==> config.mk <==
export PLATFORM = sky130hd
export DESIGN_NAME = key_value_store
export DESIGN_NICKNAME = d
export VERILOG_FILES = /design/src/rtl/core/kvs_pkg.sv /design/src/rtl/core/key_value_store.sv /design/src/rtl/core/kvs_cell.sv
export SDC_FILE = /design/constraint.sdc
export NUM_CORES = 2
export LEC_CHECK = 0
export BUFFER_PORTS_ARGS = -buffer_cell sky130_fd_sc_hd__buf_2
export CAP_MARGIN = 30
export CORE_ASPECT_RATIO = 0.8
export CORE_UTILIZATION = 40
export DETAILED_ROUTE_END_ITERATION = 8
export RECOVER_POWER = 25
export SKIP_CTS_REPAIR_TIMING = 1
export SLEW_MARGIN = 10
export SYNTH_ARGS = -nofsm -noshare
export SYNTH_HDL_FRONTEND = slang
export SYNTH_HIERARCHICAL = 1
export SYNTH_SLANG_ARGS = --single-unit
==> constraint.sdc <==
create_clock -name clk -period 8.2 [get_ports clk]
set_input_delay 0.82 -clock clk [delete_from_list [all_inputs] [get_ports clk]]
set_output_delay 0.82 -clock clk [all_outputs]
set_load 0.01 [all_outputs]
==> src/rtl/core/kvs_pkg.sv <==
// kvs_pkg: shared types and codes for the key/value store
// holds the request and token structs passed between the top level and the cells
// no dependencies
package kvs_pkg;

  // request action codes
  localparam logic ACT_PUT = 1'b0;
  localparam logic ACT_GET = 1'b1;

  // request held for the duration of one lookup walk
  typedef struct packed {
    logic               action;
    logic signed [31:0] key;
    logic signed [31:0] value;
  } req_t;

  // lookup token handed from cell to cell
  typedef struct packed {
    logic               valid;
    logic               hit;
    logic               free_seen;
    logic signed [31:0] read_value;
  } tok_t;

endpackage

==> src/rtl/core/key_value_store.sv <==
// key_value_store: bounded associative table of signed 32-bit keys and values
// top level, builds a row of kvs_cell entries and the request/result control
// depends on kvs_pkg and kvs_cell
//
//   channel  | handshake             | payload
//   ---------+-----------------------+-------------------------------------------
//   request  | in_valid / in_ready   | action, key, value
//   result   | out_valid / out_ready | read_value, hit, entry_count, full_drop
//
// one request in flight at a time: a launch step, the lookup token walking the
// cell row cell by cell, and the commit at the end of the row
// rst is synchronous, clears valid bits, count, token stages and handshake state
// a finished result sits in the output register; the next request is taken
// while it waits, and the row only stalls if a new result is due before the
// old one is taken
module key_value_store
  import kvs_pkg::*;
#(
  parameter int ENTRIES = 16
) (
  input  logic               clk,
  input  logic               rst,
  input  logic               in_valid,
  output logic               in_ready,
  input  logic               action,
  input  logic signed [31:0] key,
  input  logic signed [31:0] value,
  output logic               out_valid,
  input  logic               out_ready,
  output logic signed [31:0] read_value,
  output logic               hit,
  output logic [4:0]         entry_count,
  output logic               full_drop
);

  localparam int CW = $clog2(ENTRIES + 1);

  typedef enum logic [1:0] {
    ST_IDLE = 2'b01,
    ST_WALK = 2'b10
  } state_t;

  state_t          state;
  state_t          state_next;
  req_t            req;
  logic            start;
  logic            en;
  logic            in_xfer;
  logic            finish;
  logic            ins;
  logic            drop;
  logic [CW-1:0]   held_count;
  logic [CW-1:0]   held_count_next;
  logic [CW+4:0]   count_wide;
  tok_t            chain [ENTRIES+1];
  tok_t            last_tok;

  assign in_ready = (state == ST_IDLE);
  assign in_xfer  = in_valid && in_ready;

  // whole row freezes only when a result is due and the output register is full
  assign last_tok = chain[ENTRIES];
  assign en       = !(last_tok.valid && out_valid && !out_ready);
  assign finish   = last_tok.valid && en;

  // launch token enters cell 0
  always_comb begin
    chain[0]            = '0;
    chain[0].valid      = start;
  end

  // cell row, each entry hands the token to its neighbor every cycle unless the row is frozen
  for (genvar i = 0; i < ENTRIES; i++) begin : g_cell
    kvs_cell u_cell (
      .clk       (clk),
      .rst       (rst),
      .en        (en),
      .req       (req),
      .tok_in    (chain[i]),
      .tok_out   (chain[i+1]),
      .commit    (finish),
      .final_hit (last_tok.hit)
    );
  end

  // decision at the end of the walk
  assign ins  = (req.action == ACT_PUT) && !last_tok.hit && last_tok.free_seen;
  assign drop = (req.action == ACT_PUT) && !last_tok.hit && !last_tok.free_seen;
  assign held_count_next = held_count + CW'(ins);

  // request register, loaded on transfer, held through the walk
  always_ff @(posedge clk) begin
    if (in_xfer) begin
      req.action <= action;
      req.key    <= key;
      req.value  <= value;
    end
  end

  // sequencer
  always_comb begin
    state_next = state;
    unique case (state)
      ST_IDLE: if (in_xfer) state_next = ST_WALK;
      ST_WALK: if (finish)  state_next = ST_IDLE;
      default: state_next = ST_IDLE;
    endcase
  end

  always_ff @(posedge clk) begin
    if (rst) begin
      state      <= ST_IDLE;
      start      <= 1'b0;
      held_count <= '0;
    end else begin
      state <= state_next;
      if (in_xfer) begin
        start <= 1'b1;
      end else if (en) begin
        start <= 1'b0;
      end
      if (finish) begin
        held_count <= held_count_next;
      end
    end
  end

  // count field is the low five bits of the entry count
  assign count_wide = {5'd0, held_count_next};

  // output register
  always_ff @(posedge clk) begin
    if (rst) begin
      out_valid <= 1'b0;
    end else if (finish) begin
      out_valid <= 1'b1;
    end else if (out_ready) begin
      out_valid <= 1'b0;
    end
  end

  always_ff @(posedge clk) begin
    if (finish) begin
      read_value  <= last_tok.read_value;
      hit         <= last_tok.hit;
      entry_count <= count_wide[4:0];
      full_drop   <= drop;
    end
  end

  // a token reaches the end of the row only during a walk
  a_tok_in_walk: assert property (@(posedge clk) disable iff (rst)
    last_tok.valid |-> (state == ST_WALK))
    else $error("token at end of row outside a walk");

  // the count never passes the capacity
  a_count_bound: assert property (@(posedge clk) disable iff (rst)
    held_count <= CW'(ENTRIES))
    else $error("entry count above capacity");

  // a dropped put never also reports a hit
  a_drop_no_hit: assert property (@(posedge clk) disable iff (rst)
    out_valid |-> !(full_drop && hit))
    else $error("drop and hit both set");

  // a request transfer launches a token next cycle
  a_launch: assert property (@(posedge clk) disable iff (rst)
    in_xfer |=> start)
    else $error("request transfer did not launch a token");

endmodule

==> src/rtl/core/kvs_cell.sv <==
// kvs_cell: one table entry of the key/value store cell row
// compares the passing token against its entry and commits writes at walk end
// depends on kvs_pkg
module kvs_cell
  import kvs_pkg::*;
(
  input  logic clk,
  input  logic rst,
  input  logic en,
  input  req_t req,
  input  tok_t tok_in,
  output tok_t tok_out,
  input  logic commit,
  input  logic final_hit
);

  logic               entry_valid;
  logic signed [31:0] entry_key;
  logic signed [31:0] entry_value;
  logic               is_match;
  logic               is_free;
  logic               match_now;
  logic               free_now;
  tok_t               tok_next;

  assign match_now = entry_valid && (entry_key == req.key);
  assign free_now  = !entry_valid && !tok_in.free_seen;

  always_comb begin
    tok_next            = tok_in;
    tok_next.hit        = tok_in.hit | match_now;
    tok_next.free_seen  = tok_in.free_seen | !entry_valid;
    if (match_now && !tok_in.hit && (req.action == ACT_GET)) begin
      tok_next.read_value = entry_value;
    end
  end

  // token stage and match flags
  always_ff @(posedge clk) begin
    if (rst) begin
      tok_out  <= '0;
      is_match <= 1'b0;
      is_free  <= 1'b0;
    end else if (en) begin
      tok_out <= tok_next;
      if (tok_in.valid) begin
        is_match <= match_now;
        is_free  <= free_now;
      end
    end
  end

  // entry valid bit
  always_ff @(posedge clk) begin
    if (rst) begin
      entry_valid <= 1'b0;
    end else if (commit && (req.action == ACT_PUT) && !final_hit && is_free) begin
      entry_valid <= 1'b1;
    end
  end

  // entry payload, no reset
  always_ff @(posedge clk) begin
    if (commit && (req.action == ACT_PUT)) begin
      if (is_match) begin
        entry_value <= req.value;
      end else if (!final_hit && is_free) begin
        entry_key   <= req.key;
        entry_value <= req.value;
      end
    end
  end

endmodule
==> metrics.md <==
| Metric | Value |
|---|---|
| Asr flop ratio synth | `0%` |
| Post-route antenna net violation count | `0` |
| Root Driver | `clkbuf_16` |
| Maximum capacitance violations | `45` |
| Pre-CTS setup slack | `between 4 and 5 ns` |
| Number of global-route vias before repair | `approximately 49000` |
| H-tree lvl count | `4` |
| Register area share after synthesis | `between 60% and 70%` |
| Hpwl dp | `roughly 120000 um` |
| Synth Flop Type | `edfxtp_1` |
| RSZ-0062 raised after global routing | `false` |
| Seq pwr share | `a little over half` |
| Die width | `482 um` |
| Number of instances in the placed design | `slightly below 9000` |
| Initial core utilization | `40.4%` |
| Initial DRC count | `roughly 5700` |
| Main area contributors after synthesis | `edfxtp_1 (46%), dfxtp_1 (17%), o21bai_1 (5.2%)` |
| Post-route insts no fill | `about 9100` |
| Std-Cell Rows | `140` |
| #FFs+latches synth | `approximately 1700` |
| Total negative slack | `0 ns` |
| Number of vias per cell | `~5.8` |
| GPL Wtd Cong | `between 0.7 and 0.8` |
| Status | `finished with violations` |
| Clk Latency, worst-skew pair | `~0.82 ns` |
| Mapped Area | `roughly 74000 sq um` |
| P_int | `approximately 14 mW` |
| Fin Clk Skew | `roughly 0.037 ns` |
| Cell taking the most area after synthesis | `edfxtp_1` |
| Net count, final | `about 6700` |
| Unique masters post-synth | `40` |
| CTS Buf Count | `~170` |
| Final hold violations | `0` |
| Final Max Tran Viols | `between 1000 and 1500` |
| Max FO, Critical Path | `48` |
| Slew @ Worst Pin | `between 2 and 3 ns` |
| Die area | `about 190000 sq um` |
| Hold WC Path Type | `input pin to flip-flop` |
| Fraction of layout cells with a size suffix above 1 | `around 7.9%` |
| Post-synth EDFFs | `~1100` |
| Core box area | `about 180000 sq um` |
| Final worst path period need | `about 4.8 ns` |
| Syn Area/Cell | `~11 sq um` |
| Clk buf depth | `3` |
| All-Layer GR Usage | `22.3%` |
| Critical setup path kind | `flip-flop to flip-flop` |
| Switch share | `roughly 22%` |
| PortBufs | `~110` |
| Clock power share | `~43%` |
| Final Total Pwr | `17.9 mW` |
| Initial antenna violation count | `20` |
| P_sw | `4.03 mW` |
| CP endpoint kind | `flip-flop` |
| Fmax | `approximately 210 MHz` |
| Yosys warning count | `6` |
| Setup violators final | `0` |
| Slew HR | `-84.2%` |
| Pin count of the biggest net entering global routing | `between 200 and 250` |
| Tcrit/Tclk final | `around 60%` |
| CP startpoint kind | `flip-flop` |
| Comb power frac | `about 4.8%` |
| Critical path data arrival time | `approximately 5.4 ns` |
| Total grt overflow | `0` |
| Post-layout worst setup margin | `3.41 ns` |
| Design area | `82300 sq um` |
| Worst-path clk slew | `0.06 ns` |
| Global-route wire length before repair | `315000 um` |
| WP data required | `around 8.9 ns` |
| DRC viols | `0` |
| Clk sink count | `~1700` |
| Total Routed Length | `between 200000 and 250000 um` |
| PD cells | `around 220 nW/um^2` |
| Vias | `around 53000` |
| Maximum vdd drop | `roughly 160 uV` |
| Area delta synth->final | `11.6%` |
| Leakage power | `about 26 nW` |
| Synth Instances | `about 6700` |
| Overall die height | `around 390 um` |
| First drt pass iteration count | `6` |
| Placed cell areas | `77100 sq um` |
| Drt wl/cell | `~23 um` |
| Yosys top cell area share | `a little under half` |
| Failing checks | `capacitance limit, slew limit` |
| TritonCTS clock tree | `built` |
| Top Ports | `110` |
stage by stage:
| stage | hold slack [ns] | utilization [%] |
|---|---|---|
| global route | 0.149 | 45.0 |
| finish | 0.171 | 45.1 |
| detailed placement | 0.418 | 42.2 |
| global placement | 0.415 | 42.1 |
| CTS | 0.109 | 45.1 |
| floorplan | 0.409 | - |
critical path: stages (launching register included):
cell and delay, ns:
edfxtp_1 0.32, clkbuf_1 1.63, nand2b_1 0.25, o2111ai_1 0.17, nor4_4 0.30, buf_4 0.40, nand4b_1 0.75, buf_6 0.42
o21ai_0 0.21, a31oi_1 0.11
layout make-up:
cell class	count	area [sq um]
inverters	115	432
repair buffers	293	1960
well taps	2414	3020
clock inverters	64	626
diodes	9	22.5
flip-flops and latches	1745	46200
multi-input cells	4264	25300
clock buffers	245	4710
fillers	16700	100000
layer usage:
metal  up-vias  track usage, %  share of wire, %
met5         -               0                 0
met1     26000            31.8                45
met4         0            7.13               2.4
met3       290            3.87               8.3
met2      2045            34.3                45
li1      24600               -                 -
state kept, by name (all words and copies together), names as in the netlist:
| register | flops |
|---|---|
| req | 65 |
| entry_count | 5 |
| start | 1 |
| hit | 1 |
| g_cell.u_cell/entry_value | 512 |
| g_cell.u_cell/entry_valid | 16 |
| g_cell.u_cell/is_free | 16 |
| g_cell.u_cell/tok_out | 560 |
| g_cell.u_cell/is_match | 16 |
| out_valid | 1 |
| read_value | 32 |
| held_count | 5 |
| state | 2 |
| full_drop | 1 |
| g_cell.u_cell/entry_key | 512 |
power groups by stage:
stage | logic (mW) | registers, mW | clock network [mW]
2_1_floorplan | 0.400 | 9.73 | 0
3_3_place_gp | 0.843 | 9.64 | 0
3_5_place_dp | 0.859 | 9.64 | 0
4_1_cts | 0.861 | 9.45 | 7.73
5_1_grt | 0.919 | 9.45 | 8.08
6_report | 0.864 | 9.45 | 7.61
final timing paths:
path | from | depth (start not counted) | slack [ns] | to
hold / removal | key[31] | 1 | 0.17 | req[63]
setup reg to reg | req[36] | 9 | 3.41 | g_cell[5].u_cell/tok_out[28]
setup / recovery | req[36] | 9 | 3.41 | g_cell[5].u_cell/tok_out[28]
hold reg to reg | g_cell[15].u_cell/tok_out[18] | 0 | 0.43 | read_value[18]
cells in the final DEF, fill, tap and decap left out, types with 71 or more instances in the layout:
cell	n
a21oi_1	71
a31oi_1	544
buf_2	91
buf_4	120
clkbuf_1	115
clkbuf_16	167
dfxtp_1	617
edfxtp_1	1128
inv_1	114
nand2_1	609
nand3_1	517
nor2_1	97
nor3_1	529
o21ai_0	514
o21bai_1	513
xnor2_1	226
xor2_1	177
cell usage after synthesis (64+ instances only):
| cell type | number |
|---|---|
| nor3_1 | 529 |
| nand2_1 | 610 |
| nand4_1 | 64 |
| inv_1 | 114 |
| nor2_1 | 98 |
| xnor2_1 | 226 |
| dfxtp_1 | 617 |
| edfxtp_1 | 1128 |
| clkbuf_1 | 529 |
| o21ai_0 | 514 |
| nand3_1 | 517 |
| xor2_1 | 177 |
| o21bai_1 | 513 |
| a21oi_1 | 71 |
| a31oi_1 | 544 |
cell families (layout without fill, tap and decap cells):
| logic type | count (synthesis) | after routing | synth area share (%) |
|---|---|---|---|
| AND/OR/NAND/NOR | 2049 | 2049 | 13.7 |
| AO/OA/AOI/OAI | 1775 | 1775 | 15.2 |
| flip-flops | 1745 | 1745 | 62.6 |
| buffers and inverters | 693 | 717 | 3.61 |
| XOR/XNOR | 403 | 403 | 4.78 |
| adder cells (fa/ha/maj) | 2 | 2 | 0.0339 |
| other | 1 | 44 | 0.00508 |
(Power assumes the default switching activity.)
